===== config.mk =====
export PLATFORM = sky130hd
export DESIGN_NAME = rpd_mod_unit
export DESIGN_NICKNAME = d
export VERILOG_FILES = /design/src/rpd_pkg.sv /design/src/rpd_mod_unit.sv
export SDC_FILE = /design/constraint.sdc
export NUM_CORES = 1
export LEC_CHECK = 0
export BUFFER_PORTS_ARGS = -buffer_cell sky130_fd_sc_hd__buf_2
export CAP_MARGIN = 30
export CORE_MARGIN = 2
export CORE_UTILIZATION = 52
export CTS_BUF_LIST = sky130_fd_sc_hd__clkbuf_4
export DETAILED_ROUTE_END_ITERATION = 8
export PLACE_DENSITY_LB_ADDON = 0.25
export SLEW_MARGIN = 25
export SYNTH_ARGS = -nofsm -noshare
export SYNTH_HDL_FRONTEND = slang
export SYNTH_SLANG_ARGS = --single-unit
export TNS_END_PERCENT = 5

===== constraint.sdc =====
create_clock -name clk -period 2.6 [get_ports clk]
set_clock_uncertainty 0.05 [all_clocks]
set_input_delay 0.13 -clock clk [delete_from_list [all_inputs] [get_ports clk]]
set_output_delay 0.13 -clock clk [all_outputs]
set_load 0.01 [all_outputs]

===== src/rpd_pkg.sv =====
// ----------------------------------------------------------------------------
// rpd_pkg: shared types and constants for the random permutation draw
// Holds field widths, register indexes, reset values and the sequencer types.
// ----------------------------------------------------------------------------
package rpd_pkg;

  // field widths
  localparam int WORD_W  = 32;
  localparam int CFG_W   = 11;
  localparam int PERM_W  = 10;
  localparam int CFG_IDX_W = 1;

  // default pool capacity
  localparam int DEFAULT_MAX_SIZE = 1024;

  // register indexes
  localparam logic [CFG_IDX_W-1:0] REG_PERM_SIZE  = 1'b0;
  localparam logic [CFG_IDX_W-1:0] REG_PICK_COUNT = 1'b1;

  // register reset values
  localparam logic [CFG_W-1:0] RESET_PERM_SIZE  = 11'd1024;
  localparam logic [CFG_W-1:0] RESET_PICK_COUNT = 11'd1024;

  // sequencer states: idle, remainder running, pool closing the gap
  typedef enum logic [1:0] {
    ST_IDLE,
    ST_DRAW,
    ST_SHIFT
  } state_t;

  // pool commands from the sequencer
  typedef struct packed {
    logic refill;
    logic draw;
  } pool_cmd_t;

endpackage


===== src/rpd_mod_unit.sv =====
// ----------------------------------------------------------------------------
// rpd_mod_unit: iterative remainder unit
// Restoring division of a 32-bit word by an 11-bit count, one bit per cycle;
// only the remainder is kept.
// ----------------------------------------------------------------------------
module rpd_mod_unit (
  input  logic                          clk,
  input  logic                          rst_n,
  input  logic                          start,
  input  logic [rpd_pkg::WORD_W-1:0]    dividend,
  input  logic [rpd_pkg::CFG_W-1:0]     divisor,
  output logic                          done,
  output logic [rpd_pkg::CFG_W-1:0]     rem
);

  localparam int CNT_W = $clog2(rpd_pkg::WORD_W);
  localparam logic [CNT_W-1:0] CNT_LAST = CNT_W'(rpd_pkg::WORD_W - 1);

  logic                        active_r;
  logic                        done_r;
  logic [CNT_W-1:0]            cnt_r;
  logic [rpd_pkg::WORD_W-1:0]  quo_r;
  logic [rpd_pkg::CFG_W-1:0]   div_r;
  logic [rpd_pkg::CFG_W-1:0]   rem_r;
  logic [rpd_pkg::CFG_W:0]     trial;
  logic [rpd_pkg::CFG_W-1:0]   rem_nxt;

  // one trial subtract per cycle
  always_comb begin
    trial = {rem_r, quo_r[rpd_pkg::WORD_W-1]};
    if (trial >= {1'b0, div_r}) begin
      rem_nxt = rpd_pkg::CFG_W'(trial - {1'b0, div_r});
    end else begin
      rem_nxt = trial[rpd_pkg::CFG_W-1:0];
    end
  end

  // iteration control
  always_ff @(posedge clk) begin
    if (!rst_n) begin
      active_r <= 1'b0;
      done_r   <= 1'b0;
      cnt_r    <= '0;
    end else begin
      done_r <= 1'b0;
      if (start) begin
        active_r <= 1'b1;
        cnt_r    <= '0;
      end else if (active_r) begin
        cnt_r <= cnt_r + 1'b1;
        if (cnt_r == CNT_LAST) begin
          active_r <= 1'b0;
          done_r   <= 1'b1;
        end
      end
    end
  end

  // datapath
  always_ff @(posedge clk) begin
    if (start) begin
      quo_r <= dividend;
      div_r <= divisor;
      rem_r <= '0;
    end else if (active_r) begin
      quo_r <= {quo_r[rpd_pkg::WORD_W-2:0], 1'b0};
      rem_r <= rem_nxt;
    end
  end

  assign done = done_r;
  assign rem  = rem_r;

endmodule


==> results.yml <==
run_status:
  status: "complete, no violations"
global_route:
  grt.total_usage: 0.209
  overflow: 0
  antenna_found_initial: 0
  grt_pass1_vias: 2248
  grt_max_degree: 37
  grt_pass1_wl_um: 9960
routing:
  vias_per_cell: 5.17
  num_vias: 2251
  wirelength_um: 6290
  firstDrtPassIters: 4
  drc: 0
  first_iter_violations: 88
  wl_per_cell_um: 14.4
  final_antenna_net_count: 0
floorplan:
  core_region_area_mm2: 0.00554
  start_util: 0.540
  die_x_um: 79.9
  die-area_mm2: 0.00638
  row_count: 27
  ioPinCount: 58
  die_h_um: 79.9
sta:
  slew_headroom: 0.671
  hold_ws_ns: 0.125
  fin_ws_ns: 0.0896
  finalCritPeriodShare: 0.966
  fin_crit_ns: 2.51
  final-setup-viol-count: 0
  slew_violations: 0
  setup_tns_ns: 0
  fmaxAchievable_mhz: 398
  tightestPinTransition_ns: 0.492
  finalHoldViolations: 0
clock_network:
  clkSlewWorstSetupHoldPaths_ns: 0.11
  ctsRootBufferMaster: "clkbuf_4"
  clk_latency_ns: 0.41
  numCtsBuffers: 9
  cts_tree: "done"
  cts.path.max_buffers: 2
  clkSinkCount: 61
  htree_levels: 3
power:
  pwr_density_cell_mw_per_mm2: 523
  vdd_drop_max_mv: 0.413
  cellLeakagePower_nw: 1.70
  power_mw: 2.08
synth:
  ys_seq_area_frac: 0.552
  synth_top_area_cell: "edfxtp_1"
  synth_seq_cells: 61
  synth_edf_count: 43
  synth_ff_type: "edfxtp_1"
  synthCells: 244
  synth_nets: 304
  yosys_warnings: 0
  synthDistinctLibCells: 42
  synthArstFlopShare: 0
  synth_area_mm2: 0.00299
  syn_avg_cell_area_um2: 12.3
  synth_top_area_share: 0.432
  synth.top_cells.by_area: "edfxtp_1 43%, mux2_2 12%, dfxtp_1 12%"
layout:
  finalInstanceArea_mm2: 0.00398
  nets: 418
  area_growth_pct: 33.1
  final_util: 0.719
  drive_gt1_frac: 0.336
  final-instance-count-excl-fill: 435
  antenna_cells: 0
hold_path:
  whs_endpoint: "rem[6]$_SDFFE_PP0P_"
  min_from: "start"
  hold_depth: 2
  hold_class: "in -> reg"
placed_design:
  portBuffers: 57
  place_area_mm2: 0.00341
  gp_congestion: 0.862
  dp_hpwl_um: 4090
  dp.cells: 374
  pre_cts_ws_ns: 0.0374
setup_path:
  cp.arrival_ns: 2.79
  required_ns: 2.88
  crit_chain: "inv_1 -> ha_2 -> fa_2 -> nand2b_4 -> o2bb2ai_2 -> a211o_1 -> and2_4 -> or3b_1 -> a311oi_2"
  worstReg2RegEnd: "rem[6]$_SDFFE_PP0P_"
  max_stage_delay_ns: 0.39
  path_max_fanout: 6
  startpoint_type: "register"
  end_kind: "register"
  reg2reg_depth: 9
  reg2reg_from: "quo_r[31]$_DFFE_PP_"
  crit_type: "reg -> reg"
  rrSetupSlack_ns: 0.09
  crit_slowest_cell: "or3b_1"
job:
  maxCapViolCount: 0
## power breakdown
part	total, mW	internal, mW	switching (mW)
clock network	0.572	0.199	0.373
logic	0.349	0.193	0.156
registers	1.16	1.13	0.0311
## flip-flops by register name, summed over array words and instances (netlist names)
name	cells
cnt_r	5
div_r	11
done	1
rem	11
active_r	1
quo_r	32
## Yosys cell counts, drive strengths merged, types with 3 or more instances
cell and number:
edfxtp 43, mux2 33, nor2 19, dfxtp 18
inv 16, o21ai 14, ha 13, nand2 13
a21oi 12, clkbuf 5, o21a 5, nand2b 4
nor3 4, xnor2 4, a22o 3, and3 3
mux2i 3, nand4 3, xor2 3
## logic make-up (layout without fill, tap and decap cells)
group / after synthesis / count (layout) / share of synthesized area
simple gates: 55 / 55 / 0.0903
buf+inv: 22 / 141 / 0.0301
flops: 61 / 61 / 0.552
mux: 36 / 36 / 0.134
compound gates: 49 / 49 / 0.112
fa+ha+maj: 14 / 14 / 0.0611
xor+xnor: 7 / 7 / 0.0205
## critical path, delay by kind of cell, from the launching register on
family	cells	cell delay [ns]
and+or+nand+nor	3	0.72
AOI/OAI and AO/OA	3	0.71
adders and majority gates	2	0.54
DFF	1	0.36
buffers and inverters	1	0.05
## what timing repair did
action,4_1_cts,5_1_grt
hold buffers,44,0
endpoints found under the hold margin,45,0
setup buffers,0,1
resized for setup,0,2
setup endpoints to repair,0,4
## cell usage in the layout (no fill, tap or decap), drive strengths merged, types with 2 or more instances in the layout
master	n
buf	65
dlygate4sd3	44
edfxtp	43
mux2	33
nor2	19
dfxtp	18
inv	17
o21ai	14
nand2	13
ha	13
a21oi	12
clkbuf	9
o21a	5
xnor2	4
nor3	4
nand2b	4
clkinv	4
and3	3
nand4	3
xor2	3
mux2i	3
a22o	3
a211oi	2
or3	2
nor2b	2
a21o	2
clkinvlp	2
and2	2
## how the worst max path moves through the flow
stage	startpoint	end	depth (start not counted)
2_1_floorplan	quo_r[31]$_DFFE_PP_	rem[6]$_SDFFE_PP0P_	10
3_3_place_gp	quo_r[31]$_DFFE_PP_	rem[6]$_SDFFE_PP0P_	9
3_5_place_dp	quo_r[31]$_DFFE_PP_	rem[6]$_SDFFE_PP0P_	9
4_1_cts	quo_r[31]$_DFFE_PP_	rem[6]$_SDFFE_PP0P_	9
5_1_grt	quo_r[31]$_DFFE_PP_	rem[6]$_SDFFE_PP0P_	9
6_report	quo_r[31]$_DFFE_PP_	rem[6]$_SDFFE_PP0P_	9
## layout make-up
type                       instances  area (um2)
clock buffer                       9        67.6
clock inverter                     7        51.3
fill                             409        1560
inverter                          16        60.1
multi-input combinational        161        1260
sequential                        61        1650
tap                               72        90.1
timing repair buffer             109         798
## metal layers
layer / track usage / wire [um]
met5: 0 / 0
met2: 0.361 / 3180
met3: 0.0679 / 342
met4: 0.0729 / 85
met1: 0.244 / 2680
Note: power is estimated with default switching activity, not from simulation.
