===== src/rpd_pkg.sv =====
// ----------------------------------------------------------------------------
// rpd_pkg: shared types and constants for the random permutation draw
// Holds field widths, register indexes, reset values and the sequencer types.
// ----------------------------------------------------------------------------
package rpd_pkg;

  // field widths
  localparam int WORD_W  = 32;
  localparam int CFG_W   = 11;
  localparam int PERM_W  = 10;
  localparam int CFG_IDX_W = 1;

  // default pool capacity
  localparam int DEFAULT_MAX_SIZE = 1024;

  // register indexes
  localparam logic [CFG_IDX_W-1:0] REG_PERM_SIZE  = 1'b0;
  localparam logic [CFG_IDX_W-1:0] REG_PICK_COUNT = 1'b1;

  // register reset values
  localparam logic [CFG_W-1:0] RESET_PERM_SIZE  = 11'd1024;
  localparam logic [CFG_W-1:0] RESET_PICK_COUNT = 11'd1024;

  // sequencer states: idle, remainder running, pool closing the gap
  typedef enum logic [1:0] {
    ST_IDLE,
    ST_DRAW,
    ST_SHIFT
  } state_t;

  // pool commands from the sequencer
  typedef struct packed {
    logic refill;
    logic draw;
  } pool_cmd_t;

endpackage


===== src/rpd_ctrl.sv =====
// ----------------------------------------------------------------------------
// rpd_ctrl: draw sequencer and configuration registers
// Holds size, pick count and the draw counter, starts the remainder unit and
// issues the pool draw and refill commands.
// ----------------------------------------------------------------------------
module rpd_ctrl #(
  parameter int MAX_SIZE = rpd_pkg::DEFAULT_MAX_SIZE
) (
  input  logic                            clk,
  input  logic                            rst_n,
  input  logic                            start,
  output logic                            busy,
  input  logic                            cfg_we,
  input  logic [rpd_pkg::CFG_IDX_W-1:0]   cfg_idx,
  input  logic [rpd_pkg::CFG_W-1:0]       cfg_wdata,
  output logic                            div_start,
  output logic [rpd_pkg::CFG_W-1:0]       div_divisor,
  input  logic                            div_done,
  output rpd_pkg::pool_cmd_t              pool_cmd,
  input  logic                            pool_done,
  output logic                            out_valid,
  output logic                            out_last
);

  rpd_pkg::state_t state_r, state_nxt;

  logic [rpd_pkg::CFG_W-1:0] perm_size_r;
  logic [rpd_pkg::CFG_W-1:0] pick_count_r;
  logic [rpd_pkg::CFG_W-1:0] drawn_r, drawn_nxt;
  logic                      out_valid_r, out_valid_nxt;
  logic                      out_last_r, out_last_nxt;

  logic [rpd_pkg::CFG_W-1:0] size_raw;
  logic [rpd_pkg::CFG_W-1:0] eff_size;
  logic [rpd_pkg::CFG_W-1:0] pick_raw;
  logic [rpd_pkg::CFG_W-1:0] eff_pick;
  logic [rpd_pkg::CFG_W-1:0] drawn_inc;
  logic                      is_last;
  logic                      draw_go;
  logic                      finish;

  // effective size and pick count
  always_comb begin
    size_raw = (perm_size_r == '0) ? rpd_pkg::CFG_W'(1) : perm_size_r;
    if (32'(size_raw) > MAX_SIZE) begin
      eff_size = rpd_pkg::CFG_W'(MAX_SIZE);
    end else begin
      eff_size = size_raw;
    end
    pick_raw = (pick_count_r == '0) ? rpd_pkg::CFG_W'(1) : pick_count_r;
    eff_pick = (pick_raw > eff_size) ? eff_size : pick_raw;
  end

  assign drawn_inc = drawn_r + 1'b1;
  assign is_last   = (drawn_inc >= eff_pick);
  assign draw_go   = (state_r == rpd_pkg::ST_DRAW) && div_done;
  assign finish    = (state_r == rpd_pkg::ST_SHIFT) && pool_done;

  // next state
  always_comb begin
    state_nxt = state_r;
    case (state_r)
      rpd_pkg::ST_IDLE: begin
        if (start) begin
          state_nxt = rpd_pkg::ST_DRAW;
        end
      end
      rpd_pkg::ST_DRAW: begin
        if (div_done) begin
          state_nxt = rpd_pkg::ST_SHIFT;
        end
      end
      rpd_pkg::ST_SHIFT: begin
        if (pool_done) begin
          state_nxt = rpd_pkg::ST_IDLE;
        end
      end
      default: state_nxt = rpd_pkg::ST_IDLE;
    endcase
  end

  // outputs and counter updates
  always_comb begin
    busy          = (state_r != rpd_pkg::ST_IDLE);
    div_start     = (state_r == rpd_pkg::ST_IDLE) && start;
    div_divisor   = eff_size - drawn_r;
    pool_cmd.draw   = draw_go;
    pool_cmd.refill = cfg_we || (finish && is_last);
    out_valid_nxt = finish;
    out_last_nxt  = finish && is_last;
    drawn_nxt     = drawn_r;
    if (cfg_we) begin
      drawn_nxt = '0;
    end else if (finish) begin
      drawn_nxt = is_last ? '0 : drawn_inc;
    end
  end

  // state and control registers
  always_ff @(posedge clk) begin
    if (!rst_n) begin
      state_r      <= rpd_pkg::ST_IDLE;
      perm_size_r  <= rpd_pkg::RESET_PERM_SIZE;
      pick_count_r <= rpd_pkg::RESET_PICK_COUNT;
      drawn_r      <= '0;
      out_valid_r  <= 1'b0;
      out_last_r   <= 1'b0;
    end else begin
      state_r     <= state_nxt;
      drawn_r     <= drawn_nxt;
      out_valid_r <= out_valid_nxt;
      out_last_r  <= out_last_nxt;
      if (cfg_we) begin
        case (cfg_idx)
          rpd_pkg::REG_PERM_SIZE:  perm_size_r  <= cfg_wdata;
          rpd_pkg::REG_PICK_COUNT: pick_count_r <= cfg_wdata;
          default: ;
        endcase
      end
    end
  end

  assign out_valid = out_valid_r;
  assign out_last  = out_last_r;

endmodule


===== config.mk =====
export PLATFORM = sky130hd
export DESIGN_NAME = rpd_ctrl
export DESIGN_NICKNAME = d
export VERILOG_FILES = /design/src/rpd_pkg.sv /design/src/rpd_ctrl.sv
export SDC_FILE = /design/constraint.sdc
export NUM_CORES = 1
export LEC_CHECK = 0
export ABC_AREA = 1
export BUFFER_PORTS_ARGS = -buffer_cell sky130_fd_sc_hd__buf_2
export CORE_MARGIN = 10
export CORE_UTILIZATION = 35
export CTS_CLUSTER_DIAMETER = 30
export DETAILED_ROUTE_END_ITERATION = 6
export GPL_ROUTABILITY_DRIVEN = 0
export PLACE_DENSITY = 0.54
export SLEW_MARGIN = 30
export SYNTH_ARGS = -nofsm -noshare
export SYNTH_HDL_FRONTEND = slang
export SYNTH_SLANG_ARGS = --single-unit

===== constraint.sdc =====
create_clock -name clk -period 4.1 [get_ports clk]
set_clock_uncertainty 0.15 [all_clocks]
set_input_delay 0.615 -clock clk [delete_from_list [all_inputs] [get_ports clk]]
set_output_delay 0.615 -clock clk [all_outputs]
set_load 0.01 [all_outputs]

==> flow_metrics.env <==
export IMPL_status="finished, violations left"
export IMPL_violations="negative setup slack"
export IMPL_peakVddDrop_v=0.000149
export IMPL_rsz0062_at_grt="true"
export IMPL_worst_path_max_delay_cell="dfxtp_2"
export IMPL_finalHoldViolCount=0
export IMPL_synth_nets=511
export IMPL_port_buffers=34
export IMPL_row_count=33
export IMPL_async_flop_share_pct=0
export IMPL_setup_viol=1
export IMPL_synth_cell_types=31
export IMPL_die_height_um=112
export IMPL_tightest_slew_ps=692
export IMPL_p_per_area_mw_per_mm2=303
export IMPL_ys_seq_area_share_pct=24.8
export IMPL_n_fill_cell=853
export IMPL_ant_nets=0
export IMPL_reg2reg_depth=23
export IMPL_arrival_ps=3460
export IMPL_path_class="reg2out"
export IMPL_nNetsFinal=552
export IMPL_die_w_um=112
export IMPL_drv_cap=0
export IMPL_r2r_end="drawn_r[3]"
export IMPL_slew_viol_final=0
export IMPL_min_from="perm_size_r[6]"
export IMPL_grt_overflow=0
export IMPL_synthesis_area_sq_mm=0.00299
export IMPL_min_to="perm_size_r[6]"
export IMPL_regArea_sq_um=749
export IMPL_critPathRequiredTime_ps=3340
export IMPL_wl_mm=8.95
export IMPL_globalRouteTotalUtil_pct=13.5
export IMPL_netlist_instances=459
export IMPL_hold_class="reg2reg"
export IMPL_num_vias=3105
export IMPL_grt_pass1_wl_mm=14.6
export IMPL_period_share_pct=103
export IMPL_synth_top_area_share_pct=24.8
export IMPL_cp_common_cell="nand3_1"
export IMPL_cts_tree="built"
export IMPL_cp_cell_sequence="nor2_1 -> nand3_1 -> nor2_4 -> nand2_4 -> nand2_8 -> nand2_4 -> ha_4 -> nand4_1 -> nor3_4 -> nand4_1 -> buf_6 -> nand3_1 -> nand2_1 -> ha_4 -> nand2_1 -> nor2_1 -> nand3_1 -> nand2_2 -> nor2_4 -> o21ai_1 -> buf_2"
export IMPL_yosys_cell_count_top_type="nand2_1"
export IMPL_drt_initial_drc_count=222
export IMPL_finalSetupTns_ps=-128
export IMPL_post_route_min_period_ps=4230
export IMPL_slew_headroom_pct=53.6
export IMPL_numCtsBuffers=5
export IMPL_area_delta_synth_final_pct=26.4
export IMPL_cp_end_kind="output port"
export IMPL_clk_latency_ps=290
export IMPL_crit_family="simple AND/OR/NAND/NOR gates"
export IMPL_cts_htree_levels=2
export IMPL_r2r_start="perm_size_r[2]"
export IMPL_diodes=0
export IMPL_vias_per_cell=5.12
export IMPL_multi_input_area_sq_mm=0.00224
export IMPL_synth_edf_count=0
export IMPL_hold_depth=2
export IMPL_dp_hpwl_mm=6.85
export IMPL_wl_per_cell_um=14.8
export IMPL_ioPinCount=35
export IMPL_grt_max_degree=26
export IMPL_avgSynthCellArea_sq_um=6.51
export IMPL_yosys_area_top_type="dfxtp_1"
export IMPL_antenna_found_initial=0
export IMPL_leakagePower_uw=0.00186
export IMPL_cts_sinks=37
export IMPL_ys_top_cells_by_area="dfxtp_1 (25%), ha_1 (14%), nand2_1 (13%), inv_1 (7.8%), a21oi_1 (7.2%)"
export IMPL_route_detailed_drc=0
export IMPL_holdWs_ps=315
export IMPL_cp_slowest_stage_delay_ps=330
export IMPL_core_sq_mm=0.00826
export IMPL_critPathMaxFanout=7
export IMPL_synth_seq_cells=37
export IMPL_path_buf_inv=2
export IMPL_clkTransAtPathRegs_ps=80
export IMPL_drive_above_1_share_pct=26.7
export IMPL_die_area_sq_mm=0.0126
export IMPL_r2r_slack_ps=520
export IMPL_drtPass1Iterations=5
export IMPL_grt_pass1_vias=2967
export IMPL_fin_ws_ps=-128
export IMPL_max_freq_mhz=236
export IMPL_worst_path_stages=21
export IMPL_crit_path_start_kind="flip-flop"
export IMPL_ctsLongestPathBuffers=2
export IMPL_root_buffer="clkbuf_8"
export IMPL_synth_flop_cell="dfxtp_1"
export IMPL_start_util_pct=36.2
export IMPL_ys_warn_count=0
export IMPL_synth_common_cells="nand2_1 (102), inv_1 (62), a21oi_1 (43)"
export IMPL_preCtsSetupSlack_ps=53.8
==> worst max-delay path by stage <==
stage | from | endpoint | slack [ps]
2_1_floorplan | perm_size_r[2] | pool_cmd[1] | 430
3_3_place_gp | perm_size_r[2] | pool_cmd[1] | 90
3_5_place_dp | perm_size_r[2] | pool_cmd[1] | 50
4_1_cts | perm_size_r[6] | pool_cmd[1] | -5
5_1_grt | perm_size_r[2] | pool_cmd[1] | -340
6_report | perm_size_r[2] | pool_cmd[1] | -130
==> per-layer routing <==
metal	share of wire, %	GRT usage (%)
met5	0	0
met4	2.5	3.55
met3	5.9	2.61
met2	45	21.9
met1	47	17.9
==> flip-flops by register name, indices dropped and copies added, names as in the netlist <==
name and flops:
drawn_r 11, out_valid 1, out_last 1, perm_size_r 11, state_r 2, pick_count_r 11
==> cells by family (layout without fill, tap and decap cells) <==
| kind of cell | Yosys count | in the layout | synth area share, % |
|---|---|---|---|
| XOR/XNOR | 12 | 12 | 3.52 |
| flip-flops | 37 | 37 | 24.8 |
| adder cells (fa/ha/maj) | 34 | 34 | 14.5 |
| AND/OR/NAND/NOR | 202 | 205 | 30.4 |
| AO/OA/AOI/OAI | 81 | 81 | 14.4 |
| buffers and inverters | 93 | 132 | 12.4 |
==> timing repair <==
action                     CTS  global route
setup endpoints to repair    1             1
buffers inserted             8             4
hold buffers                 0             0
cloned                       2             1
pin swaps                   18            21
gates resized for setup     44            24
==> worst min-delay path, cell delays in order, from the launching register on <==
cell and delay, ps:
dfxtp_2 330, inv_2 50, a21oi_1 50
==> cell usage in the layout (no fill, tap or decap), types with 3 or more instances in the layout <==
cell type / instances
a21oi_1: 41
buf_4: 17
nand3_2: 3
dfxtp_1: 30
ha_1: 21
nor2_1: 28
nand2_2: 13
nor3_1: 6
o21a_1: 4
o21ai_0: 27
inv_1: 59
nand4_1: 10
inv_2: 10
nor2_2: 5
a21oi_2: 4
nand2_1: 85
nand3_4: 3
ha_4: 12
buf_2: 34
dfxtp_2: 7
clkbuf_8: 5
nand2_4: 10
xor2_1: 10
nor2_4: 3
nand3_1: 31
clkinv_1: 3
==> cell type report <==
type	count	share of cell area (%)
multi-input combinational	332	59.2
clock buffer	6	1.92
sequential	37	19.8
tap	105	3.48
timing repair buffer	52	8.18
clock inverter	2	0.265
inverter	72	7.15
==> through the flow <==
stage	area, sq um	std cells	total power (uW)	util, %
finish	3780	606	1150	45.8
global route	3780	606	1230	45.8
CTS	3600	601	1080	43.6
detailed placement	3230	583	767	39.2
global placement	3230	583	764	39.2
floorplan	2990	459	673	-
==> power by group <==
part / total, uW / switching, uW / internal (uW)
Clock: 258 / 140 / 118
Combinational: 493 / 296 / 197
Sequential: 395 / 19.1 / 376
(Power assumes the default switching activity.)
